### config.mk
export PLATFORM = sky130hd
export DESIGN_NAME = c16x_ram
export DESIGN_NICKNAME = d
export VERILOG_FILES = /design/src/sv/c16x_ram.sv
export SDC_FILE = /design/constraint.sdc
export NUM_CORES = 2
export LEC_CHECK = 0
export CAP_MARGIN = 5
export CORE_ASPECT_RATIO = 0.5
export CORE_UTILIZATION = 55
export DETAILED_ROUTE_END_ITERATION = 10
export DONT_BUFFER_PORTS = 1
export PLACE_DENSITY_LB_ADDON = 0.2
export SLEW_MARGIN = 20
export SYNTH_ARGS = -nofsm -noshare
export SYNTH_HDL_FRONTEND = slang
export SYNTH_SLANG_ARGS = --single-unit
export TNS_END_PERCENT = 1
### constraint.sdc
create_clock -name clk -period 3.47 [get_ports clk]
set_clock_uncertainty 0.1 [all_clocks]
set_input_delay 0.1735 -clock clk [delete_from_list [all_inputs] [get_ports clk]]
set_output_delay 0.1735 -clock clk [all_outputs]
set_load 0.005 [all_outputs]
### src/sv/c16x_ram.sv
// Generic single-port RAM with registered read.
module c16x_ram #(
	parameter int unsigned WIDTH = 8,
	parameter int unsigned DEPTH = 256
) (
	input  logic                     clk,
	input  logic                     we,
	input  logic [$clog2(DEPTH)-1:0] addr,
	input  logic [WIDTH-1:0]         wdata,
	output logic [WIDTH-1:0]         rdata
);

	logic [WIDTH-1:0] mem_q [DEPTH];

	always_ff @(posedge clk) begin
		if (we) begin
			mem_q[addr] <= wdata;
		end
		rdata <= mem_q[addr];
	end

endmodule

==> flow_summary.ini <==
[yosys]
syn_inst = 3547
syn-num-nets = 3565
synth_common_cells = edfxtp_1 (2048), mux4_2 (512), a22oi_1 (256)
mappedNetlistArea_um2 = 78500
synth_seq_area_share_pct = 78.6
synth_area_leader_cell = edfxtp_1
synth.top_cell.area_share_pct = 78.3
synth_edf_count = 2048
synth_cell_type_count = 22
yosysMostFrequentCell = edfxtp_1
yosysWarnings = 0
synthArstFlopShare_pct = 0
synth.area.top_cells = edfxtp_1 (78%), mux4_2 (15%), a22oi_1 (2.4%)
synth-seq-cells = 2056
synth_flop_cell = edfxtp_1
synth_area_per_cell_um2 = 22.1

[sta]
fmax_mhz = 303
setup_viol = 0
period_share_pct = 95.2
rsz0062_at_grt = false
relSlewSlack_pct = 0.218
tightest_slew_ps = 1500
slew_viol_final = 0
min_period_ps = 3300
setup_tns_ps = 0
hold_viol_final = 0

[global_routing]
grt_pass1_wl_um = 265000
track_usage_pct = 25.6
grt_pass1_vias = 38333
antenna_found_initial = 10
grt_max_degree = 519
gr-total-overflow = 0

[clock_network]
cts_buffer_depth = 3
htreeDepth = 4
clock-sinks = 2056
cts_made_buffers = 174
cts-root-buf = clkbuf_16
cts_tree = built
clk_pin_slew_ps = 70
clk_latency_ps = 790

[hold_path]
min_from = addr[1]
min_path_type = input pin to register

[floorplanning]
core.rowCount = 97
die_area_um2 = 144000
core-area_um2 = 141000
io_pins = 26
die_w_um = 536
start_util_pct = 55.8
fp.dieH_um = 269

[worst_setup_path]
required_ps = 3970
crit_start = addr[0]
path_max_fanout = 59
cp_cell_sequence = buf_16, buf_16, buf_16, mux4_2, a22oi_1, a21oi_1, o41ai_1, nand4_1
crit_top_cell = buf_16
crit_path_end_kind = register
worstSetupPathType = input pin to register
worst-endpoint-arrival_ps = 3800
timing.rr.start = mem_q[220][2]$_DFFE_PP_
startpoint_type = input pin
cpPeakStageDelay_ps = 950
crit_slowest_cell = o41ai_1

[power_and_ir_drop]
total_leakage_power_nw = 27.4
ir_drop_mv = 0.370
p_per_area_nw_per_um2 = 546
p_total_w = 0.0484

[layout]
drive_above_1_share_pct = 27.8
layout.nets = 3885
area_growth_syn_to_layout_pct = 12.9

[detailed_routing]
drcViolationCount = 0
antenna_left = 0
vias_per_cell = 6.49
avgRoutedWirePerCell_um = 31.3
drtPass1Iterations = 5
vias = 38257
dr_wl_met3_um = 19400
top_layer_used = met5
wirelength_um = 184000
drt_first_iter_violations = 4965
wl_met2_um = 84300
wl_met1_um = 75700

[run_status]
status = finished clean

[placed_design]
routabilityCongestion = 0.815
portBuffers = 0
hpwl_um = 101000

[flow_run]
drv_cap = 0
## per-layer routing
layer / up-vias / GRT usage [%]
met4: 6 / 7.61
met2: 1854 / 37.4
li1: 15699 / -
met1: 20430 / 38.4
met5: - / 0.461
met3: 268 / 6.67
## per-stage QoR
step	setup slack [ps]	cells	instance area, µm²	hold slack (ps)	utilization, %
CTS	429	5872	88200	1.37	62.6
finish	167	5891	88600	68.4	63.0
floorplan	978	3547	78500	172	-
global placement	-29.4	5529	82400	188	58.5
detailed placement	155	5529	82400	186	58.5
global route	18.8	5889	88600	43.6	63.0
## state kept, by name, summed over array words and instances, names as in the netlist
name / cells
mem_q: 2048
rdata: 8
## area by class of cell
cell class / instances / area, µm²
sequential: 2056 / 61700
fill: 9396 / 52100
clock inverter: 91 / 671
tap: 1881 / 2350
multi-input combinational: 1258 / 15800
clock buffer: 225 / 4700
timing repair buffer: 376 / 3450
antenna: 3 / 7.51
inverter: 1 / 3.75
## critical path, delay by kind of cell
kind | cells | cell delay (ps)
compound gates | 3 | 1520
buf+inv | 3 | 1060
simple gates | 1 | 210
mux | 1 | 550
## what timing repair did
| action | CTS | global route |
|---|---|---|
| hold buffers | 27 | 0 |
| gates resized for setup | 0 | 2 |
| endpoints found under the hold margin | 2540 | 0 |
| setup buffers | 0 | 0 |
| setup endpoints to repair | 0 | 8 |
## kinds of logic after synthesis
logic type / synth area share [%]
AO/OA/AOI/OAI: 3.62
buffers and inverters: 1.40
flip-flops: 78.6
multiplexers: 14.7
AND/OR/NAND/NOR: 1.73
## path summary, 6_finish.rpt
kind | endpoint | slack, ps | cells past startpoint
hold reg to reg | rdata[5]$_DFF_P_ | 860 | 5
setup / recovery | rdata[3]$_DFF_P_ | 170 | 8
setup reg to reg | rdata[2]$_DFF_P_ | 490 | 7
hold / removal | rdata[4]$_DFF_P_ | 70 | 6
## cell usage in the layout (no fill, tap or decap), types with 3 or more instances in the layout
master,netlist,final
o41ai_1,32,29
diode_2,0,3
mux4_2,512,512
dfxtp_1,8,8
nand2b_1,6,4
clkbuf_1,145,42
o41ai_2,0,3
nor2_1,232,231
nand2_1,28,28
clkbuf_16,0,184
buf_12,0,9
a22oi_1,256,256
clkinv_1,0,42
nor2b_1,7,5
buf_4,16,324
nand3_1,13,13
inv_6,0,6
bufinv_16,0,9
clkinv_2,0,31
edfxtp_1,2048,2048
clkbuf_8,0,3
nor3_1,30,30
dlygate4sd3_1,0,19
nand4_1,8,8
buf_16,0,20
a21oi_1,128,128
## where the power goes
group	switching [W]	internal (W)
Combinational	0.00131	0.000840
Sequential	0.0000561	0.0274
Clock	0.00862	0.0102
Total	0.00998	0.0384
No activity file was read; power rests on OpenSTA's default activity.
