**config.mk**
```make
export PLATFORM = sky130hd
export DESIGN_NAME = c16x_muldiv
export DESIGN_NICKNAME = d
export VERILOG_FILES = /design/src/sv/c16x_pkg.sv /design/src/sv/c16x_muldiv.sv
export SDC_FILE = /design/constraint.sdc
export NUM_CORES = 1
export LEC_CHECK = 0
export BUFFER_PORTS_ARGS = -buffer_cell sky130_fd_sc_hd__buf_4
export CAP_MARGIN = 20
export CORE_MARGIN = 8
export CORE_UTILIZATION = 61
export CTS_BUF_LIST = sky130_fd_sc_hd__clkbuf_2 sky130_fd_sc_hd__clkbuf_4 sky130_fd_sc_hd__clkbuf_8
export DETAILED_ROUTE_END_ITERATION = 6
export PLACE_DENSITY = 0.81
export SYNTH_ARGS = -nofsm -noshare
export SYNTH_HDL_FRONTEND = slang
export SYNTH_SLANG_ARGS = --single-unit
```
**constraint.sdc**
```tcl
create_clock -name clk -period 4.1 [get_ports clk]
set_clock_uncertainty 0.05 [all_clocks]
set_input_delay 0.205 -clock clk [delete_from_list [all_inputs] [get_ports clk]]
set_output_delay 0.205 -clock clk [all_outputs]
set_load 0.01 [all_outputs]
```
**src/sv/c16x_pkg.sv**
```systemverilog
// Shared opcodes, flag layout and sequencer types for the 16-bit execute unit.
package c16x_pkg;

	typedef enum logic [4:0] {
		OP_NOP     = 5'd0,
		OP_MOV     = 5'd1,
		OP_ADD     = 5'd2,
		OP_SUB     = 5'd3,
		OP_MUL     = 5'd4,
		OP_IMUL    = 5'd5,
		OP_DIV     = 5'd6,
		OP_IDIV    = 5'd7,
		OP_CMP     = 5'd8,
		OP_AND     = 5'd9,
		OP_OR      = 5'd10,
		OP_XOR     = 5'd11,
		OP_NEG     = 5'd12,
		OP_EXTBL   = 5'd13,
		OP_EXTBH   = 5'd14,
		OP_INSBL   = 5'd15,
		OP_INSBH   = 5'd16,
		OP_SWAPB   = 5'd17,
		OP_LOAD16  = 5'd18,
		OP_LOAD8   = 5'd19,
		OP_STORE16 = 5'd20,
		OP_STORE8  = 5'd21,
		OP_JMP     = 5'd22,
		OP_JE      = 5'd23,
		OP_BRK     = 5'd24
	} op_t;

	localparam int unsigned WORD_W = 16;
	localparam int unsigned BYTE_W = 8;
	localparam int unsigned DIV_STEPS = 16;

	typedef struct packed {
		logic of;
		logic cf;
		logic sf;
		logic zf;
	} flags_t;

	typedef enum logic [1:0] {
		DU_UNSIGNED = 2'd0,
		DU_SIGNED   = 2'd1,
		DU_MUL_U    = 2'd2,
		DU_MUL_S    = 2'd3
	} du_mode_t;

	typedef struct packed {
		logic     start;
		du_mode_t mode;
	} du_ctl_t;

	typedef struct packed {
		logic done;
	} du_sts_t;

endpackage

```
**src/sv/c16x_muldiv.sv**
```systemverilog
// Shared iterative multiply and restoring-divide unit, one bit per cycle.
module c16x_muldiv (
	input  logic                  clk,
	input  logic                  arst_n,
	input  c16x_pkg::du_ctl_t     ctl,
	input  logic [15:0]           a,
	input  logic [15:0]           b,
	output c16x_pkg::du_sts_t     sts,
	output logic [15:0]           lo,
	output logic [15:0]           hi
);

	logic        busy_q;
	logic [4:0]  cnt_q;
	logic        mul_q;
	logic        neg_q_q;
	logic        neg_r_q;
	logic [15:0] acc_q;
	logic [15:0] sh_q;
	logic [15:0] b_q;
	logic        done_q;

	logic        sa;
	logic        sb;
	logic [15:0] ua;
	logic [15:0] ub;
	logic [16:0] trial;
	logic [16:0] madd;
	logic [15:0] q_fix;
	logic [15:0] r_fix;
	logic [31:0] p_fix;

	always_comb begin
		sa = (ctl.mode == c16x_pkg::DU_SIGNED || ctl.mode == c16x_pkg::DU_MUL_S) && a[15];
		sb = (ctl.mode == c16x_pkg::DU_SIGNED || ctl.mode == c16x_pkg::DU_MUL_S) && b[15];
		ua = sa ? 16'(-a) : a;
		ub = sb ? 16'(-b) : b;
		trial = {acc_q, sh_q[15]} - {1'b0, b_q};
		madd = {1'b0, acc_q} + (sh_q[0] ? {1'b0, b_q} : 17'd0);
		q_fix = neg_q_q ? 16'(-sh_q) : sh_q;
		r_fix = neg_r_q ? 16'(-acc_q) : acc_q;
		p_fix = neg_q_q ? 32'(-{acc_q, sh_q}) : {acc_q, sh_q};
	end

	always_ff @(posedge clk or negedge arst_n) begin
		if (!arst_n) begin
			busy_q <= 1'b0;
			done_q <= 1'b0;
			cnt_q  <= '0;
		end else begin
			done_q <= 1'b0;
			if (ctl.start) begin
				busy_q <= 1'b1;
				cnt_q  <= 5'(c16x_pkg::DIV_STEPS);
			end else if (busy_q) begin
				cnt_q <= cnt_q - 5'd1;
				if (cnt_q == 5'd1) begin
					busy_q <= 1'b0;
					done_q <= 1'b1;
				end
			end
		end
	end

	always_ff @(posedge clk) begin
		if (ctl.start) begin
			mul_q   <= ctl.mode[1];
			neg_q_q <= sa ^ sb;
			neg_r_q <= sa;
			acc_q   <= '0;
			sh_q    <= ua;
			b_q     <= ub;
		end else if (busy_q) begin
			if (mul_q) begin
				acc_q <= madd[16:1];
				sh_q  <= {madd[0], sh_q[15:1]};
			end else if (!trial[16]) begin
				acc_q <= trial[15:0];
				sh_q  <= {sh_q[14:0], 1'b1};
			end else begin
				acc_q <= {acc_q[14:0], sh_q[15]};
				sh_q  <= {sh_q[14:0], 1'b0};
			end
		end
	end

	assign sts.done = done_q;
	assign lo = mul_q ? p_fix[15:0] : q_fix;
	assign hi = mul_q ? p_fix[31:16] : r_fix;

endmodule

```
==> flow_summary.ini, run 1 <==
[cts]
tritoncts = built
htreeDepth = 3
clkTransAtPathRegs_ns = 0.07
cts_buffer_depth = 2
cts_root_buf = clkbuf_8
post_cts_buffers = 0
clock_latency_ns = 0.36
cts-buffers-inserted = 9
clock-sinks = 58

[detailed_routing]
ant_nets = 0
first_pass_iters = 7
wl_um = 15300
viasPerCell = 6.15
drt_iter0_drc = 374
drc = 0
wl_per_cell_um = 17.4
vias = 5415

[placed_design]
io_buffers = 69
gp_routability_congestion = 0.909
dp_hpwl_um = 11900

[power]
p_per_area_nw_per_um2 = 600
cellLeakagePower_nw = 2.75
max-vdd-ir-drop_v = 0.000218

[critical_path]
endpoint_kind = register
cp.arrival_ns = 3.77
critPathLaunchType = register
reg2reg_from = sh_q[15]
crit_path_max_incr_delay_ns = 0.64
path_buf_inv = 1
crit_top_cell = o31a_1
crit_path_start = sh_q[15]
crit_path_top_delay_cell = o21ai_4
crit_required_ns = 4.27
cp_top_family = compound AO/OA/AOI/OAI gates
crit_fanout = 22
path_cells = inv_1 > ha_1 > fa_1 > nor2b_1 > o31a_1 > o31a_1 > a211oi_4 > o21ai_4 > xor2_1 > mux2i_1 > o221ai_1
crit_type = reg2reg

[floorplan]
initial_core_util_pct = 62.4
core_um2 = 9150
dieArea_um2 = 12700
dieHeight_um = 113
placement_rows = 35
die_w_um = 113
top_level_ports = 70

[layout]
n_antenna_cell = 0
regArea_um2 = 1550
drive_above_1_share_pct = 12.9
nNetsFinal = 841
mostFrequentLayoutCells = nand2_1 (83), buf_4 (73), nor2_1 (67), xnor2_1 (45), o21ai_0 (40)
syn_to_final_growth_pct = 13.4
multi_input_area_um2 = 3910
final_common_cell = nand2_1
fill_cells = 749

[job]
cap_viol_max_count = 0

[sta]
max_freq_mhz = 278
holdWs_ns = 0.0310
rsz0062_at_grt = false
min_period_ns = 3.59
slew_headroom_pct = 27.9
finalSetupViolCount = 0
slew_violations = 0
hold_viol_final = 0
fin_crit_sh_pct = 87.6
worst_slew_pin_slew_ns = 1.08
tns_ns = 0

[logic_synthesis]
synth_top_family_by_area = simple AND/OR/NAND/NOR gates
yosysSeqAreaShare_pct = 27.1
syn_avg_cell_area_um2 = 8.06
synth-adder-area-share_pct = 9.03
synth_area_um2 = 5710
syn_inst = 708
synth_seq_cells = 58
async_reset_ff_share_pct = 12.1
muxShareOfSynthArea_pct = 4.39
synth_compound_area_share_pct = 20.5
synth_flop_cell = edfxtp_1
synth-edff-count = 35
yosysWarnings = 0
synth.distinct_cells = 70
syn_nets = 785
yosys.area_share.simple_pct = 21.7
synth_xor_area_share_pct = 12.9

[hold_path]
hold_start = b[0]
hp-class = in2reg

[global_route]
grt_antenna_before_repair = 0
grt_pass1_vias = 5099
grt_start_max_net_pins = 62
grt.overflow.total = 0
grt_use_total_pct = 24.0
grt_pass1_wl_um = 24800

[outcome]
status = finished clean
[worst paths after layout]
check	endpoint	cells after the start	slack, ns
worst min-delay path	b_q[0]	1	0.03
min in group asynchronous	cnt_q[0]	2	0.14
worst min register to register	cnt_q[4]	2	0.48
max in group asynchronous	cnt_q[1]	2	3.74
worst max register to register	acc_q[14]	11	0.51
worst max-delay path	acc_q[14]	11	0.51
[metal layers]
layer / up-vias / track usage (%) / routed length [µm]
li1: 2655 / - / -
met1: 2511 / 31.6 / 6960
met2: 220 / 37.7 / 6920
met3: 29 / 6.02 / 1150
met4: 0 / 7.91 / 322
met5: - / 0 / 0
[sequential cells by signal, indices dropped and copies added (netlist names)]
register / count
acc_q: 16
b_q: 16
sh_q: 16
cnt_q: 5
busy_q: 1
mul_q: 1
neg_q_q: 1
neg_r_q: 1
sts: 1
[Yosys cell counts (19+ instances only)]
library cell  number  area share (%)
mux2i_1           25             4.4
a21oi_1           32             2.8
nor2_1            67             4.4
nand2_1           83             5.5
xnor2_1           45             6.9
o21ai_1           19             1.7
o21ai_0           40             3.5
clkbuf_1          22             1.4
xor2_1            36             5.5
inv_1             32             2.1
ha_1              38             8.3
edfxtp_1          35              18
nor3_1            26             2.3
[cell families (layout without fill, tap and decap cells)]
group                    after synthesis  after routing
AND/OR/NAND/NOR                      262            262
AO/OA/AOI/OAI                        177            177
XOR/XNOR                              82             82
buffers and inverters                 64            125
flip-flops                            58             58
adder cells (fa/ha/maj)               40             40
multiplexers                          25             25
[cell type report]
cell class | count | area share [%]
repair buffers | 75 | 8.77
clock inverters | 4 | 0.406
multi-input cells | 586 | 60.4
flip-flops and latches | 58 | 23.9
inverters | 34 | 1.97
well taps | 111 | 2.15
clock buffers | 12 | 2.45
[where the power goes]
| part | leakage, nW | switching, mW | internal (mW) |
|---|---|---|---|
| clock | 0.0924 | 0.244 | 0.258 |
| sequential | 0.577 | 0.282 | 0.772 |
| combinational | 2.08 | 1.29 | 1.04 |
| total | 2.75 | 1.81 | 2.07 |
[worst reg2reg max path, cell delays in order (launching register included)]
cell	delay, ns
edfxtp_1	0.43
inv_1	0.07
ha_1	0.23
fa_1	0.41
nor2b_1	0.17
o31a_1	0.18
o31a_1	0.20
a211oi_4	0.10
o21ai_4	0.64
xor2_1	0.57
mux2i_1	0.26
o221ai_1	0.14
[metrics by stage]
stage | util, % | std cells | power [mW] | instance area (µm²) | setup WS (ns)
floorplan | - | 708 | 2.62 | 5710 | 1.23
global placement | 68.5 | 862 | 3.27 | 6270 | 0.728
detailed placement | 68.5 | 862 | 3.33 | 6270 | 0.558
CTS | 70.7 | 880 | 3.85 | 6470 | 0.540
global route | 70.7 | 880 | 4.15 | 6470 | 0.295
finish | 70.7 | 880 | 3.88 | 6470 | 0.506
[repair_timing]
| action | in CTS | in global routing |
|---|---|---|
| endpoints found under the hold margin | 8 | 0 |
| resized for setup | 0 | 0 |
| hold buffers | 2 | 0 |
No activity file was read; power rests on OpenSTA's default activity.
==> run 2: changes to the inputs <==
Settings changed: CORE_UTILIZATION 61 to 30, PLACE_DENSITY 0.81 to 0.45.
==> run 2 against run 1 <==
First-iteration DRC count increased by 5.1%. Fmax rose by 1.5%. Largest cell class unchanged. Critical path depth did not move. Worst setup slack better by 0.054 ns. Combinational power grew 2%. Count of clock-buffer cells in the layout fell by 1. Die area up 86%.
==> flow_summary.ini, run 2 (synthesis gave the netlist of run 1 again) <==
[outcome]
status = finished clean

[sta]
min_period_ns = 3.54
max_freq_mhz = 282
slew_headroom_pct = 37.8
rsz0062_at_grt = false
finalSetupViolCount = 0
tns_ns = 0
hold_viol_final = 0
worst_slew_pin_slew_ns = 0.931
worst_slack_ns = 0.560
slew_violations = 0
fin_crit_sh_pct = 86.3

[placed_design]
io_buffers = 69
dp_slack_ns = 0.545
gp_routability_congestion = 0.841
dp_hpwl_um = 13300

[cts]
tritoncts = built
htreeDepth = 3
hold_buffers = 2
clock_latency_ns = 0.34
clock-sinks = 58
post_cts_buffers = 0
cts-buffers-inserted = 9
cts_buffer_depth = 2
cts_root_buf = clkbuf_8
cts_repair_resize_count = 0
clkTransAtPathRegs_ns = 0.07

[critical_path]
r2r_setup_slack_ns = 0.56
crit_required_ns = 4.26
crit_type = reg2reg
reg2reg_from = sh_q[15]
endpoint_kind = register
reg2reg_to = acc_q[14]
crit_fanout = 22
cp.arrival_ns = 3.70
reg2regPathDepth = 11
critPathLaunchType = register

[power]
cellLeakagePower_nw = 2.74
max-vdd-ir-drop_v = 0.000164
p_per_area_nw_per_um2 = 584

[global_route]
grt.overflow.total = 0
grt_antenna_before_repair = 0
grt_use_total_pct = 13.8
grt_pass1_vias = 4977
grt_start_max_net_pins = 62
grt_pass1_wl_um = 26500

[hold_path]
hold_start = b[0]
hold_depth = 1
hp-class = in2reg
min_to = b_q[0]

[layout]
nNetsFinal = 841
reg_top3 = acc_q (16), b_q (16), sh_q (16)
syn_to_final_growth_pct = 15.7
final_common_cell = nand2_1
final_util_pct = 35.3
mostFrequentLayoutCells = nand2_1 (83), buf_4 (73), nor2_1 (67), xnor2_1 (45), o21ai_0 (40)
n_antenna_cell = 0
drive_above_1_share_pct = 12.5

[detailed_routing]
first_pass_iters = 5
drt_iter0_drc = 393
vias = 5205
drc = 0
wl_um = 16600
wl_per_cell_um = 16.5
ant_nets = 0
viasPerCell = 5.19

[floorplan]
dieArea_um2 = 23700
die_w_um = 154
core_um2 = 18700
dieHeight_um = 154
initial_core_util_pct = 30.5
top_level_ports = 70
placement_rows = 50

[job]
cap_viol_max_count = 0
[run 2: power by group]
group | leakage (nW) | switching (mW) | internal (mW)
Combinational | 2.08 | 1.33 | 1.04
Clock | 0.0864 | 0.226 | 0.224
Sequential | 0.577 | 0.258 | 0.772
[run 2: per-stage QoR]
step	cells	hold slack (ns)	total power, mW	cell area, µm²
floorplan	708	-0.141	2.62	5710
global placement	985	-0.0304	3.38	6420
detailed placement	985	-0.0285	3.39	6420
CTS	1003	0.0282	3.87	6600
global route	1003	0.0316	4.17	6600
finish	1003	0.0434	3.86	6600
[run 2: critical path: stages, from the launching register on]
cell      delay (ns)
edfxtp_1        0.44
inv_1           0.07
ha_1            0.23
fa_1            0.40
nor2b_1         0.17
o31a_1          0.19
o31a_1          0.20
a211oi_4        0.10
o21ai_4         0.60
xor2_1          0.58
mux2i_1         0.26
o221ai_1        0.13
[run 2: layout make-up]
type,instances,area (µm²)
fillers,1900,12100
multi-input cells,586,3910
flip-flops and latches,58,1550
repair buffers,75,568
well taps,234,293
clock buffers,11,139
inverters,34,128
clock inverters,5,21.3
[run 2: metal layers]
| metal | GRT usage [%] | share of wire (%) |
|---|---|---|
| met5 | 0 | 0 |
| met4 | 4.34 | 1.4 |
| met3 | 1.51 | 3.5 |
| met2 | 21.5 | 44 |
| met1 | 19.5 | 51 |
[run 2: worst max path at each step]
stage              from        end  slack, ns  depth (start not counted)
5_1_grt        sh_q[15]  acc_q[14]       0.24                         11
4_1_cts        sh_q[15]  acc_q[14]       0.54                         11
6_report       sh_q[15]  acc_q[14]       0.56                         11
2_1_floorplan  acc_q[1]  acc_q[13]       1.23                          9
3_5_place_dp   sh_q[15]  acc_q[10]       0.55                         11
3_3_place_gp   sh_q[15]  acc_q[14]       0.63                         11
